`config.mk`:
```
export PLATFORM = sky130hd
export DESIGN_NAME = crc_checked_packet_deframer
export DESIGN_NICKNAME = d
export VERILOG_FILES = /design/src/hdl/cpd_pkg.sv /design/src/hdl/cpd_ram.sv /design/src/hdl/cpd_datapath.sv /design/src/hdl/cpd_ctrl.sv /design/src/hdl/crc_checked_packet_deframer.sv
export SDC_FILE = /design/constraint.sdc
export NUM_CORES = 1
export LEC_CHECK = 0
export BUFFER_PORTS_ARGS = -buffer_cell sky130_fd_sc_hd__buf_2
export CORE_UTILIZATION = 60
export DETAILED_ROUTE_END_ITERATION = 7
export PLACE_DENSITY_LB_ADDON = 0.08
export SLEW_MARGIN = 10
export SYNTH_ARGS = -nofsm -noshare
export SYNTH_HDL_FRONTEND = slang
export SYNTH_HIERARCHICAL = 1
export SYNTH_SLANG_ARGS = --single-unit
export TNS_END_PERCENT = 20
```
`constraint.sdc`:
```
create_clock -name clock -period 3.8 [get_ports clock]
set_input_delay 0.57 -clock clock [delete_from_list [all_inputs] [get_ports clock]]
set_output_delay 0.57 -clock clock [all_outputs]
set_load 0.1 [all_outputs]
```
`src/hdl/cpd_pkg.sv`:
```
// Package for the CRC-checked packet deframer.
// Holds the shared constants, the controller state type, the command and
// status structs between controller and datapath, and the CRC-16 byte update.
package cpd_pkg;

   localparam int MAX_PAYLOAD   = 64;
   localparam int MAX_FRAME_LEN = 68;
   localparam int HEADER_LEN    = 4;
   localparam int PAYLOAD_AW    = 6;
   localparam int CNT_W         = 7;
   localparam int RSP_DATA_W    = 40;

   localparam logic [15:0] CRC_POLY           = 16'hA001;
   localparam logic [7:0]  START_MARKER_RESET = 8'hAA;

   typedef enum logic [3:0] {
      ST_HUNT,
      ST_LEN_LO,
      ST_LEN_HI,
      ST_CMD_LO,
      ST_CMD_HI,
      ST_DATA,
      ST_CRC_LO,
      ST_CRC_HI,
      ST_EMIT_RD,
      ST_EMIT_LD
   } state_type;

   typedef struct packed {
      logic crc_init;
      logic crc_feed;
      logic len_lo_ld;
      logic len_hi_ld;
      logic cmd_lo_ld;
      logic cmd_hi_ld;
      logic cnt_clr;
      logic data_wr;
      logic crc_lo_ld;
      logic idx_clr;
      logic rd_en;
      logic out_ld;
   } cmd_type;

   typedef struct packed {
      logic marker_hit;
      logic len_too_big;
      logic len_bad;
      logic len_is_min;
      logic data_done;
      logic crc_ok;
      logic plen_zero;
      logic emit_last;
      logic out_busy;
   } status_type;

   // CRC-16/ARC update for one byte, reflected, bit at a time.
   function automatic logic [15:0] crc_byte(input logic [15:0] crc, input logic [7:0] b);
      logic [15:0] c;
      c = crc ^ {8'h00, b};
      for (int k = 0; k < 8; k++) begin
         if (c[0]) begin
            c = (c >> 1) ^ CRC_POLY;
         end else begin
            c = c >> 1;
         end
      end
      return c;
   endfunction

endpackage

```
`src/hdl/cpd_ram.sv`:
```
// Generic single-write, single-read RAM with a registered read port.
// Stands alone; used for the payload buffer of the deframer.
module cpd_ram #(
   parameter int WIDTH = 8,
   parameter int DEPTH = 64
) (
   input  logic                     clock,
   input  logic                     wr_en,
   input  logic [$clog2(DEPTH)-1:0] wr_addr,
   input  logic [WIDTH-1:0]         wr_data,
   input  logic                     rd_en,
   input  logic [$clog2(DEPTH)-1:0] rd_addr,
   output logic [WIDTH-1:0]         rd_data
);

   logic [WIDTH-1:0] mem_ff [DEPTH];
   logic [WIDTH-1:0] rd_data_ff;

   always_ff @(posedge clock) begin
      if (wr_en) begin
         mem_ff[wr_addr] <= wr_data;
      end
      if (rd_en) begin
         rd_data_ff <= mem_ff[rd_addr];
      end
   end

   assign rd_data = rd_data_ff;

endmodule

```
`src/hdl/cpd_datapath.sv`:
```
// Datapath of the deframer: header and CRC registers, payload buffer,
// byte counters and the result register. Depends on cpd_pkg and cpd_ram.
module cpd_datapath (
   input  logic                            clock,
   input  logic                            reset,
   input  logic                            csr_we,
   input  logic [7:0]                      csr_wdata,
   input  logic [7:0]                      rx_byte,
   input  cpd_pkg::cmd_type                cmd,
   output cpd_pkg::status_type             status,
   input  logic                            rsp_tready,
   output logic                            rsp_tvalid,
   output logic [cpd_pkg::RSP_DATA_W-1:0]  rsp_tdata,
   output logic                            rsp_tuser,
   output logic                            rsp_tlast
);

   logic [7:0]                      marker_ff, marker_in;
   logic [15:0]                     frame_len_ff, frame_len_in;
   logic [15:0]                     command_ff, command_in;
   logic [15:0]                     crc_ff, crc_in;
   logic [7:0]                      crc_lo_ff, crc_lo_in;
   logic [cpd_pkg::CNT_W-1:0]       count_ff, count_in;
   logic [cpd_pkg::PAYLOAD_AW-1:0]  idx_ff, idx_in;
   logic                            rsp_valid_ff, rsp_valid_in;
   logic [cpd_pkg::RSP_DATA_W-1:0]  rsp_data_ff, rsp_data_in;
   logic                            rsp_user_ff, rsp_user_in;
   logic                            rsp_last_ff, rsp_last_in;

   logic [cpd_pkg::CNT_W-1:0]       plen;
   logic [cpd_pkg::CNT_W-1:0]       count_inc;
   logic [cpd_pkg::CNT_W-1:0]       idx_inc;
   logic [15:0]                     len_full;
   logic [7:0]                      ram_rd_data;
   logic                            has_data;
   logic                            emit_last;

   cpd_ram #(
      .WIDTH(8),
      .DEPTH(cpd_pkg::MAX_PAYLOAD)
   ) u_payload_ram (
      .clock   (clock),
      .wr_en   (cmd.data_wr),
      .wr_addr (count_ff[cpd_pkg::PAYLOAD_AW-1:0]),
      .wr_data (rx_byte),
      .rd_en   (cmd.rd_en),
      .rd_addr (idx_ff),
      .rd_data (ram_rd_data)
   );

   // Payload length is only meaningful once the frame length is within limits,
   // so the low bits of the length are enough.
   assign plen      = frame_len_ff[cpd_pkg::CNT_W-1:0] - cpd_pkg::CNT_W'(cpd_pkg::HEADER_LEN);
   assign count_inc = count_ff + 1'b1;
   assign idx_inc   = {1'b0, idx_ff} + 1'b1;
   assign len_full  = {rx_byte, frame_len_ff[7:0]};
   assign has_data  = (plen != '0);
   assign emit_last = has_data ? (idx_inc == plen) : 1'b1;

   always_comb begin
      status.marker_hit  = (rx_byte == marker_ff);
      status.len_too_big = (len_full > 16'(cpd_pkg::MAX_FRAME_LEN));
      status.len_bad     = (frame_len_ff < 16'(cpd_pkg::HEADER_LEN)) ||
                           (frame_len_ff > 16'(cpd_pkg::MAX_FRAME_LEN));
      status.len_is_min  = (frame_len_ff == 16'(cpd_pkg::HEADER_LEN));
      status.data_done   = (count_inc >= plen);
      status.crc_ok      = ({rx_byte, crc_lo_ff} == crc_ff);
      status.plen_zero   = !has_data;
      status.emit_last   = emit_last;
      status.out_busy    = rsp_valid_ff && !rsp_tready;
   end

   always_comb begin
      marker_in    = csr_we ? csr_wdata : marker_ff;
      frame_len_in = frame_len_ff;
      command_in   = command_ff;
      crc_in       = crc_ff;
      crc_lo_in    = crc_lo_ff;
      count_in     = count_ff;
      idx_in       = idx_ff;
      rsp_valid_in = rsp_valid_ff && !rsp_tready;
      rsp_data_in  = rsp_data_ff;
      rsp_user_in  = rsp_user_ff;
      rsp_last_in  = rsp_last_ff;

      if (cmd.crc_init) begin
         crc_in = cpd_pkg::crc_byte(16'h0000, rx_byte);
      end else if (cmd.crc_feed) begin
         crc_in = cpd_pkg::crc_byte(crc_ff, rx_byte);
      end
      if (cmd.len_lo_ld) begin
         frame_len_in = {8'h00, rx_byte};
      end
      if (cmd.len_hi_ld) begin
         frame_len_in = len_full;
      end
      if (cmd.cmd_lo_ld) begin
         command_in = {8'h00, rx_byte};
      end
      if (cmd.cmd_hi_ld) begin
         command_in = {rx_byte, command_ff[7:0]};
      end
      if (cmd.cnt_clr) begin
         count_in = '0;
      end else if (cmd.data_wr) begin
         count_in = count_inc;
      end
      if (cmd.crc_lo_ld) begin
         crc_lo_in = rx_byte;
      end
      if (cmd.idx_clr) begin
         idx_in = '0;
      end else if (cmd.out_ld) begin
         idx_in = idx_inc[cpd_pkg::PAYLOAD_AW-1:0];
      end
      if (cmd.out_ld) begin
         rsp_valid_in = 1'b1;
         rsp_data_in  = {3'b000,
                         has_data ? idx_ff : cpd_pkg::PAYLOAD_AW'(0),
                         has_data ? ram_rd_data : 8'h00,
                         plen,
                         command_ff};
         rsp_user_in  = has_data;
         rsp_last_in  = emit_last;
      end
   end

   always_ff @(posedge clock) begin
      if (reset) begin
         marker_ff    <= cpd_pkg::START_MARKER_RESET;
         count_ff     <= '0;
         rsp_valid_ff <= 1'b0;
      end else begin
         marker_ff    <= marker_in;
         count_ff     <= count_in;
         rsp_valid_ff <= rsp_valid_in;
      end
   end

   always_ff @(posedge clock) begin
      frame_len_ff <= frame_len_in;
      command_ff   <= command_in;
      crc_ff       <= crc_in;
      crc_lo_ff    <= crc_lo_in;
      idx_ff       <= idx_in;
      rsp_data_ff  <= rsp_data_in;
      rsp_user_ff  <= rsp_user_in;
      rsp_last_ff  <= rsp_last_in;
   end

   assign rsp_tvalid = rsp_valid_ff;
   assign rsp_tdata  = rsp_data_ff;
   assign rsp_tuser  = rsp_user_ff;
   assign rsp_tlast  = rsp_last_ff;

endmodule

```
`src/hdl/cpd_ctrl.sv`:
```
// Controller state machine of the deframer: walks the packet fields and the
// result run, and issues datapath commands. Depends on cpd_pkg.
module cpd_ctrl (
   input  logic                 clock,
   input  logic                 reset,
   input  logic                 req_tvalid,
   output logic                 req_tready,
   input  cpd_pkg::status_type  status,
   output cpd_pkg::cmd_type     cmd
);

   cpd_pkg::state_type state_ff, state_in;
   logic               accept;

   always_comb begin
      case (state_ff)
         cpd_pkg::ST_EMIT_RD,
         cpd_pkg::ST_EMIT_LD: begin
            req_tready = 1'b0;
         end
         default: begin
            req_tready = 1'b1;
         end
      endcase
   end

   assign accept = req_tvalid && req_tready;

   // Next state.
   always_comb begin
      state_in = state_ff;
      case (state_ff)
         cpd_pkg::ST_HUNT: begin
            if (accept && status.marker_hit) begin
               state_in = cpd_pkg::ST_LEN_LO;
            end
         end
         cpd_pkg::ST_LEN_LO: begin
            if (accept) begin
               state_in = cpd_pkg::ST_LEN_HI;
            end
         end
         cpd_pkg::ST_LEN_HI: begin
            if (accept) begin
               state_in = status.len_too_big ? cpd_pkg::ST_HUNT : cpd_pkg::ST_CMD_LO;
            end
         end
         cpd_pkg::ST_CMD_LO: begin
            if (accept) begin
               state_in = cpd_pkg::ST_CMD_HI;
            end
         end
         cpd_pkg::ST_CMD_HI: begin
            if (accept) begin
               if (status.len_bad) begin
                  state_in = cpd_pkg::ST_HUNT;
               end else if (status.len_is_min) begin
                  state_in = cpd_pkg::ST_CRC_LO;
               end else begin
                  state_in = cpd_pkg::ST_DATA;
               end
            end
         end
         cpd_pkg::ST_DATA: begin
            if (accept && status.data_done) begin
               state_in = cpd_pkg::ST_CRC_LO;
            end
         end
         cpd_pkg::ST_CRC_LO: begin
            if (accept) begin
               state_in = cpd_pkg::ST_CRC_HI;
            end
         end
         cpd_pkg::ST_CRC_HI: begin
            if (accept) begin
               if (!status.crc_ok) begin
                  state_in = cpd_pkg::ST_HUNT;
               end else if (status.plen_zero) begin
                  state_in = cpd_pkg::ST_EMIT_LD;
               end else begin
                  state_in = cpd_pkg::ST_EMIT_RD;
               end
            end
         end
         cpd_pkg::ST_EMIT_RD: begin
            state_in = cpd_pkg::ST_EMIT_LD;
         end
         cpd_pkg::ST_EMIT_LD: begin
            if (!status.out_busy) begin
               state_in = status.emit_last ? cpd_pkg::ST_HUNT : cpd_pkg::ST_EMIT_RD;
            end
         end
         default: begin
            state_in = cpd_pkg::ST_HUNT;
         end
      endcase
   end

   // Datapath commands.
   always_comb begin
      cmd = '0;
      case (state_ff)
         cpd_pkg::ST_HUNT: begin
            cmd.crc_init = accept && status.marker_hit;
         end
         cpd_pkg::ST_LEN_LO: begin
            cmd.crc_feed  = accept;
            cmd.len_lo_ld = accept;
         end
         cpd_pkg::ST_LEN_HI: begin
            cmd.crc_feed  = accept;
            cmd.len_hi_ld = accept;
         end
         cpd_pkg::ST_CMD_LO: begin
            cmd.crc_feed  = accept;
            cmd.cmd_lo_ld = accept;
         end
         cpd_pkg::ST_CMD_HI: begin
            cmd.crc_feed  = accept;
            cmd.cmd_hi_ld = accept;
            cmd.cnt_clr   = accept;
         end
         cpd_pkg::ST_DATA: begin
            cmd.crc_feed = accept;
            cmd.data_wr  = accept;
         end
         cpd_pkg::ST_CRC_LO: begin
            cmd.crc_lo_ld = accept;
         end
         cpd_pkg::ST_CRC_HI: begin
            cmd.idx_clr = accept;
         end
         cpd_pkg::ST_EMIT_RD: begin
            cmd.rd_en = 1'b1;
         end
         cpd_pkg::ST_EMIT_LD: begin
            cmd.out_ld = !status.out_busy;
         end
         default: begin
            cmd = '0;
         end
      endcase
   end

   always_ff @(posedge clock) begin
      if (reset) begin
         state_ff <= cpd_pkg::ST_HUNT;
      end else begin
         state_ff <= state_in;
      end
   end

endmodule

```
`src/hdl/crc_checked_packet_deframer.sv`:
```
// Top level of the CRC-checked packet deframer.
// Depends on cpd_pkg, cpd_ctrl, cpd_datapath and cpd_ram.
//
// Usage: received bytes enter one request at a time on the req_ channel. The
// deframer hunts for the start marker (csr_wdata written with csr_we high sets
// it; 0xAA after reset), then reads a little-endian 16-bit length, a 16-bit
// command, length minus four payload bytes and a little-endian CRC-16/ARC over
// every byte from the marker through the payload. Bad lengths and CRC
// mismatches drop the packet without any result.
// While a packet is parsed req_tready is high and each byte is taken as soon as
// it is valid. After the final CRC byte of a good packet is accepted, a payload
// byte is read from the buffer in ST_EMIT_RD and its result is loaded into the
// output register in ST_EMIT_LD once that is free; further results, one per
// payload byte, repeat this read and load, paced by the registered read of the
// buffer. An empty payload skips the read and gives a single result with
// rsp_tuser low. During a run req_tready is low; after the last result is
// loaded, new bytes are accepted again even if that result still waits in the
// output register. When the receiver stalls, the current result holds there
// and the run pauses. Reset, synchronous and active high, returns the parser
// to hunting, empties the output register and restores the start marker.
module crc_checked_packet_deframer (
   input  logic                            clock,
   input  logic                            reset,
   input  logic                            csr_we,
   input  logic [7:0]                      csr_wdata,   // start marker
   input  logic                            req_tvalid,
   output logic                            req_tready,
   input  logic [7:0]                      req_tdata,   // [7:0] rx_byte
   output logic                            rsp_tvalid,
   input  logic                            rsp_tready,
   // [15:0] command, [22:16] payload_len, [30:23] data_byte,
   // [36:31] byte_index, [39:37] zero
   output logic [cpd_pkg::RSP_DATA_W-1:0]  rsp_tdata,
   output logic                            rsp_tuser,   // [0] has_data
   output logic                            rsp_tlast    // last result of the run
);

   cpd_pkg::cmd_type    cmd;
   cpd_pkg::status_type status;

   cpd_ctrl u_ctrl (
      .clock      (clock),
      .reset      (reset),
      .req_tvalid (req_tvalid),
      .req_tready (req_tready),
      .status     (status),
      .cmd        (cmd)
   );

   cpd_datapath u_datapath (
      .clock      (clock),
      .reset      (reset),
      .csr_we     (csr_we),
      .csr_wdata  (csr_wdata),
      .rx_byte    (req_tdata),
      .cmd        (cmd),
      .status     (status),
      .rsp_tready (rsp_tready),
      .rsp_tvalid (rsp_tvalid),
      .rsp_tdata  (rsp_tdata),
      .rsp_tuser  (rsp_tuser),
      .rsp_tlast  (rsp_tlast)
   );

   // A result without payload data is always the whole run by itself.
   assert property (@(posedge clock) disable iff (reset)
      rsp_tvalid && !rsp_tuser |-> rsp_tlast && rsp_tdata[22:16] == 7'd0)
      else $error("empty-payload result is not a lone last result");

   // A payload byte always lies inside its packet's payload.
   assert property (@(posedge clock) disable iff (reset)
      rsp_tvalid && rsp_tuser |-> {1'b0, rsp_tdata[36:31]} < rsp_tdata[22:16])
      else $error("byte index beyond payload length");

   // Payload length never exceeds the buffer size.
   assert property (@(posedge clock) disable iff (reset)
      rsp_tvalid |-> rsp_tdata[22:16] <= 7'(cpd_pkg::MAX_PAYLOAD))
      else $error("payload length above limit");

   // A data result marked last carries the final index of the payload.
   assert property (@(posedge clock) disable iff (reset)
      rsp_tvalid && rsp_tuser && rsp_tlast |->
         {1'b0, rsp_tdata[36:31]} + 7'd1 == rsp_tdata[22:16])
      else $error("last flag on a result that is not the final payload byte");

endmodule
```
==> key figures, run 1 <==
Outcome
  • Outcome: complete, no violations

Synth
  • Ranking of synthesized cells by area: edfxtp_1, mux4_2, xnor2_1
  • Primary FF master, synth: edfxtp_1
  • Async SR Flop Fraction: 0
  • Seq cells post-synth: about 640
  • Post-Syn Area: approximately 26000 um2
  • Synth cell types: between 60 and 70
  • Post-synth EDFFs: 615
  • Sequential area share after synthesis: 0.729
  • Ys Warns: 6
  • Synth area leader: edfxtp_1
  • Area share of the largest cell type after synthesis: 0.709
  • Synth Instances: roughly 1.4k
  • Syn Area/Cell: approximately 18 um2

STA
  • Final Cycle Share: 0.877
  • Setup TNS: 0 ns
  • Max-slew headroom: 0.405
  • Final min period: 3.33 ns
  • F_max: roughly 0.30 GHz
  • Final Setup Violations: 0
  • Clock skew: 0.0275 ns
  • Final Hold Vio Count: 0
  • Slew @ Worst Pin: just under 0.9 ns
  • Slew Limit Fails: 0
  • RSZ-0062 raised after global routing: no

Clock tree
  • Clock transition at path regs: around 0.060 ns
  • Num CTS Buffers: 66
  • CTS tree: done
  • CTS sink cnt: 641
  • Root buf cell: clkbuf_16
  • Post-CTS resize count: 0
  • Setup Buffers After CTS: 0
  • H-tree depth: 3
  • Clk Latency, worst-skew pair: between 0.5 and 0.6 ns
  • Hold-fix buffers, CTS: 0
  • Clock Path Buffers: 3

Detailed routing
  • Final ANT Viol Nets: 0
  • DRT Pass-1 Iters: 5
  • Drt initial violations: between 1k and 1.5k
  • Total wire length: around 56 mm
  • Total number of vias: between 10k and 15k
  • Post-DR wirelength/cell: approximately 26 um
  • Drc violations: 0
  • Vias per inst: just over 6

Critical path
  • Startpoint Class: flop
  • Reg2reg end: u_ctrl/state_ff[2]
  • Crit path DAT: 3.82 ns
  • CP Capture Type: flop
  • Critical path class: reg -> reg
  • Critical path required time: between 4 and 5 ns
  • RR Startpoint: u_datapath/count_ff[1]
  • R2R depth: 11
  • Max FO, Critical Path: 14
  • Setup slack, reg-to-reg: around 0.47 ns

Layout
  • Fillers: roughly 2.7k
  • Post-Layout Cell Count: about 2.2k
  • P&R area growth vs syn: 12.7%
  • Antenna diode count: 0
  • Footprint of the multi-input gates: between 6000 and 7000 um2
  • Layout cells sized above 1: 0.238
  • Layout Utilization: 0.692
  • Nets: between 1.5k and 2k
  • Final instance area: 29400 um2
  • Sequential cell area: 19000 um2

Power and ir drop
  • Leak Pwr: 9.27 nW
  • Pwr Density: around 520 nW/um2
  • Worst VDD drop: approximately 0.44 mV

Global routing
  • GRT Total Usage: 0.262
  • Initial antenna violation count: 2
  • Vias in the first global route: between 10k and 15k
  • Grt ovf: 0
  • First-pass GRT wire length: 83.7 mm
  • Largest net degree at the start of global routing: a little under 70

Min path
  • WHS Endpoint: u_datapath/marker_ff[3]
  • Hold path depth: 2
  • Hold Crit Class: in -> reg
  • Worst Hold Launch: csr_wdata[3]

Placed design
  • RePlAce Congestion: about 0.85
  • Inst Count DP: slightly above 2k
  • Port bufs: between 60 and 70
  • Post-DP HPWL: ~35 mm
  • Dpl cell area: approximately 27000 um2

Floorplan
  • Total die area: 44300 um2
  • Row cnt: 75
  • Core Footprint: between 40000 and 50000 um2
  • Die Y: ~210 um
  • # IOs: 65
  • Chip Width: roughly 210 um
  • Initial core utilization: 0.614

Run
  • Max_cap viols: 0
## stage by stage
| stage | power, W | setup slack [ns] | hold slack, ns |
|---|---|---|---|
| finish | 0.0153 | 0.469 | 0.211 |
| global route | 0.0157 | 0.363 | 0.204 |
| CTS | 0.0154 | 0.517 | 0.195 |
| detailed placement | 0.00904 | 0.558 | 0.405 |
| global placement | 0.00901 | 0.602 | 0.402 |
| floorplan | 0.00878 | 0.279 | 0.400 |
## synthesized netlist by cell type, types with 4 or more instances
master     instances
edfxtp_1         615
mux4_2           126
nor2_1           122
xnor2_1           60
nand2_1           39
and2_1            31
clkbuf_1          31
mux2i_1           30
nor2b_1           30
dfxtp_1           26
nand3_1           23
xor2_1            22
buf_4             20
inv_1             20
ha_1              17
buf_2             14
mux2_2            13
nand4_1           12
nor3_1            12
nand2b_1          11
a21oi_1           10
o22ai_1            9
nor4_1             8
o221ai_1           8
buf_6              7
o21ai_1            7
a211o_1            6
a221oi_1           6
a22oi_1            6
a2111oi_0          4
a211oi_1           4
buf_1              4
o2111ai_1          4
o21ai_0            4
or2_2              4
## layout make-up
type / count / area share
Clock buffer: 85 / 0.0619
Clock inverter: 29 / 0.0110
Multi-Input combinational cell: 678 / 0.222
Tap cell: 577 / 0.0246
Timing Repair Buffer: 128 / 0.0305
Inverter: 21 / 0.00268
Sequential cell: 641 / 0.647
## critical path, stage by stage, from the launching register on
cell and delay [ns]:
dfxtp_1 0.58, ha_1 0.34, ha_1 0.29, a21o_1 0.16, a21o_1 0.18, a211o_1 0.29, o2111ai_1 0.10, nand2_1 0.07
or3b_1 0.35, a2111o_1 0.50, a21bo_1 0.20, a21oi_1 0.18
## worst max path at each step
stage	startpoint	to	depth (start not counted)
3_3_place_gp	u_datapath/count_ff[1]	u_ctrl/state_ff[0]	11
5_1_grt	u_datapath/count_ff[1]	u_ctrl/state_ff[0]	11
4_1_cts	u_datapath/count_ff[1]	u_ctrl/state_ff[0]	11
3_5_place_dp	u_datapath/count_ff[1]	u_ctrl/state_ff[0]	11
2_1_floorplan	u_datapath/rsp_tvalid	u_datapath/idx_ff[3]	6
6_report	u_datapath/count_ff[1]	u_ctrl/state_ff[2]	11
## per-layer routing
layer,up-vias,part of all wire,track usage
met5,-,0.00045,0
met4,4,0.027,0.0832
met3,97,0.071,0.0530
met2,513,0.47,0.403
met1,6857,0.43,0.383
li1,5814,-,-
## power by group
group | internal (W) | total (W) | switching, W
combinational | 0.000384 | 0.000879 | 0.000495
sequential | 0.00790 | 0.00802 | 0.000113
clock | 0.00384 | 0.00640 | 0.00256
total | 0.0121 | 0.0153 | 0.00317
## cell usage in the layout (no fill, tap or decap), types with 23 or more instances in the layout
| cell | netlist | layout |
|---|---|---|
| clkbuf_16 | 0 | 69 |
| nand3_1 | 23 | 23 |
| nor2b_1 | 30 | 29 |
| mux2i_1 | 30 | 30 |
| mux4_2 | 126 | 126 |
| buf_2 | 14 | 61 |
| and2_1 | 31 | 31 |
| buf_4 | 20 | 60 |
| nand2_1 | 39 | 39 |
| nor2_1 | 122 | 122 |
| xnor2_1 | 60 | 60 |
| edfxtp_1 | 615 | 615 |
## logic make-up after synthesis
group / count (synthesis) / share of synthesized area
muxes: 172 / 0.127
other: 1 / 0.000144
buffers and inverters: 99 / 0.0211
adders and majority gates: 17 / 0.00816
DFF: 641 / 0.729
and+or+nand+nor: 309 / 0.0579
xor gates and xnor gates: 85 / 0.0297
AOI/OAI and AO/OA: 92 / 0.0268
## flip-flops by register name, summed over array words and instances (netlist names), 4 cells and up
signal and count:
u_datapath/crc_ff 16, u_datapath/frame_len_ff 16, u_datapath/idx_ff 6, u_datapath/crc_lo_ff 8, u_datapath/u_payload_ram/mem_ff 512, u_datapath/count_ff 7, u_datapath/marker_ff 8, u_datapath/rsp_tdata 37
u_datapath/u_payload_ram/rd_data 8, u_datapath/command_ff 16, u_ctrl/state_ff 4
Note: power is estimated with default switching activity, not from simulation.
==> run 2: changes to the inputs <==
SYNTH_HIERARCHICAL = not set   (was 1)
==> key figures, run 2 <==
Outcome
  • Outcome: complete, no violations

Global routing
  • Largest net degree at the start of global routing: 67
  • Vias in the first global route: between 10k and 15k
  • First-pass GRT wire length: 83.5 mm
  • Grt ovf: 0
  • GRT Total Usage: 0.270
  • Initial antenna violation count: 3

STA
  • Clock skew: slightly above 0.02 ns
  • Final min period: approximately 3.1 ns
  • RSZ-0062 raised after global routing: no
  • Final WS setup: 0.667 ns
  • Final Setup Violations: 0
  • Slew Limit Fails: 0
  • Max-slew headroom: 0.213
  • F_max: between 0.3 and 0.4 GHz
  • Slew @ Worst Pin: around 1.2 ns
  • Final Hold Vio Count: 0
  • Setup TNS: 0 ns
  • Final Cycle Share: 0.825

Clock tree
  • Clk Latency, worst-skew pair: just under 0.6 ns
  • Hold-fix buffers, CTS: 0
  • Setup Buffers After CTS: 0
  • CTS tree: done
  • Clock Path Buffers: 3
  • Clock transition at path regs: about 0.06 ns
  • Num CTS Buffers: 66
  • Post-CTS resize count: 0
  • Root buf cell: clkbuf_16
  • CTS sink cnt: roughly 640
  • H-tree depth: 3

Power and ir drop
  • Sequential power share: 0.527
  • Clock share of power: 0.445
  • P_int: about 0.012 W
  • Logic pwr share: 0.028
  • Sw frac: 0.194
  • Pwr Density: 504 nW/um2
  • Worst VDD drop: 0.380 mV
  • Leak Pwr: around 9.6 nW
  • P_sw: ~0.0029 W

Run
  • Max_cap viols: 0

Critical path
  • R2R depth: 5
  • Setup crit start: u_ctrl.state_ff[0]
  • Setup slack, reg-to-reg: 0.67 ns
  • Crit path DAT: about 3.4 ns
  • Critical path class: reg -> reg
  • Startpoint Class: flop
  • CP Capture Type: flop
  • Critical path required time: about 4.0 ns
  • Reg2reg end: u_datapath.u_payload_ram.mem_ff[24][6]
  • CP endpoint: u_datapath.u_payload_ram.mem_ff[24][6]
  • RR Startpoint: u_ctrl.state_ff[0]
  • Max FO, Critical Path: 15

Floorplan
  • Chip Width: between 200 and 250 um
  • # IOs: 65
  • Initial core utilization: 0.611
  • Core Footprint: roughly 42000 um2
  • Total die area: roughly 44000 um2
  • Row cnt: between 70 and 80
  • Die Y: about 210 um

Layout
  • Layout Utilization: 0.697
  • Top reg by flops: u_datapath.u_payload_ram.mem_ff
  • Post-Layout Cell Count: slightly above 2k
  • Commonest non-fill, non-tap cell in the layout: edfxtp_1
  • Most frequent cells in the layout: edfxtp_1, mux4_2, nor2_1
  • Layout cells sized above 1: 0.287
  • P&R area growth vs syn: 14.1%
  • Regs by FF count: u_datapath.u_payload_ram.mem_ff: 512 flops, u_datapath.rsp_tdata: 37 flops
  • Antenna diode count: 0
  • Largest register FFs: ~510
  • Nets: roughly 1.5k

Placed design
  • Post-DP HPWL: roughly 36 mm
  • Port bufs: between 60 and 70
  • Inst Count DP: 1915
  • Pre-CTS WS: roughly 0.7 ns
  • RePlAce Congestion: ~0.85

Detailed routing
  • Vias per inst: between 6 and 7
  • Final ANT Viol Nets: 0
  • Drt initial violations: roughly 1.4k
  • Total number of vias: 12.7k
  • Drc violations: 0
  • Post-DR wirelength/cell: between 20 and 30 um
  • Total wire length: 56.6 mm
  • DRT Pass-1 Iters: 5

Synth
  • Ys Warns: 0
  • Sequential area share after synthesis: 0.738
  • Async SR Flop Fraction: 0
  • Synth area leader: edfxtp_1
  • Post-synth EDFFs: 615
  • Syn Area/Cell: between 15 and 20 um2
  • Area share of the largest cell type after synthesis: 0.717
  • Post-Syn Area: 25700 um2
  • Ranking of synthesized cells by area: edfxtp_1, mux4_2, dfxtp_1
  • Post-synth top cells: edfxtp_1, mux4_2, nor2_1
  • Synth cell types: 50
  • Synth Instances: about 1.3k
  • Top-count cell post-synth: edfxtp_1
  • Seq cells post-synth: around 640
  • Primary FF master, synth: edfxtp_1

Min path
  • Hold Crit Class: in -> reg
run 2: changes by cell type in the layout (fill, tap and decap cells not counted), sizes merged, moves of 7 or more:
cell	before	now
nor2b	30	11
mux4	126	168
nand2b	11	2
xnor2	62	54
nand3	23	12
o22ai	9	1
mux2i	30	14
o221ai	8	0
xor2	22	29
nor2	122	102
nand2	39	27
buf	128	152
mux2	16	2
run 2: critical path, stage by stage (launching register included):
cell and delay, ns:
dfxtp_1 0.63, nor2b_1 0.32, and3_1 0.34, nor2b_1 0.29, nand2_1 0.45, nor2_1 0.72
run 2: per-layer routing:
layer	track usage	up-vias	part of all wire
li1	-	5465	-
met1	0.400	6591	0.43
met2	0.402	562	0.46
met3	0.0669	98	0.082
met4	0.0872	4	0.029
met5	0	-	0.00051
run 2: worst min path at each step:
| stage | end | slack (ns) | cells after the start | from |
|---|---|---|---|---|
| final | u_datapath.marker_ff[5] | 0.21 | 3 | csr_wdata[5] |
| after global routing | u_datapath.marker_ff[7] | 0.22 | 3 | csr_wdata[7] |
| after CTS | u_datapath.marker_ff[5] | 0.18 | 3 | csr_wdata[5] |
| after detailed placement | u_datapath.rsp_tdata[12] | 0.40 | 0 | u_datapath.command_ff[12] |
| after global placement | u_datapath.rsp_tdata[10] | 0.40 | 0 | u_datapath.command_ff[10] |
| after floorplan | u_datapath.rsp_tdata[0] | 0.40 | 0 | u_datapath.command_ff[0] |
run 2: power groups by stage:
stage	Sequential (W)	Combinational, W	Clock, W
global route	0.00781	0.000449	0.00694
CTS	0.00781	0.000415	0.00669
detailed placement	0.00796	0.000413	0
global placement	0.00795	0.000405	0
floorplan	0.00794	0.000243	0
finish	0.00781	0.000414	0.00660
run 2: final cells by class:
type,count,area (um2)
inverter,24,90.1
tap,539,674
fill,2668,12700
clock buffer,84,1850
timing repair buffer,152,1090
sequential,641,19000
clock inverter,29,370
multi-input combinational,559,6320
run 2: kinds of logic (layout without fill, tap and decap cells):
family / count (synthesis) / after routing / synth area share
XOR/XNOR: 85 / 85 / 0.0300
adder cells (fa/ha/maj): 16 / 16 / 0.00778
other: 1 / 3 / 0.000146
AO/OA/AOI/OAI: 35 / 35 / 0.00909
AND/OR/NAND/NOR: 236 / 236 / 0.0446
flip-flops: 641 / 641 / 0.738
buffers and inverters: 96 / 289 / 0.0175
multiplexers: 184 / 184 / 0.153
run 2: metrics by stage:
step	area (um2)	total power [W]	hold slack (ns)
floorplan	25800	0.00819	0.400
global placement	27200	0.00836	0.403
detailed placement	27200	0.00837	0.405
CTS	29400	0.0149	0.183
global route	29400	0.0152	0.215
finish	29400	0.0148	0.209
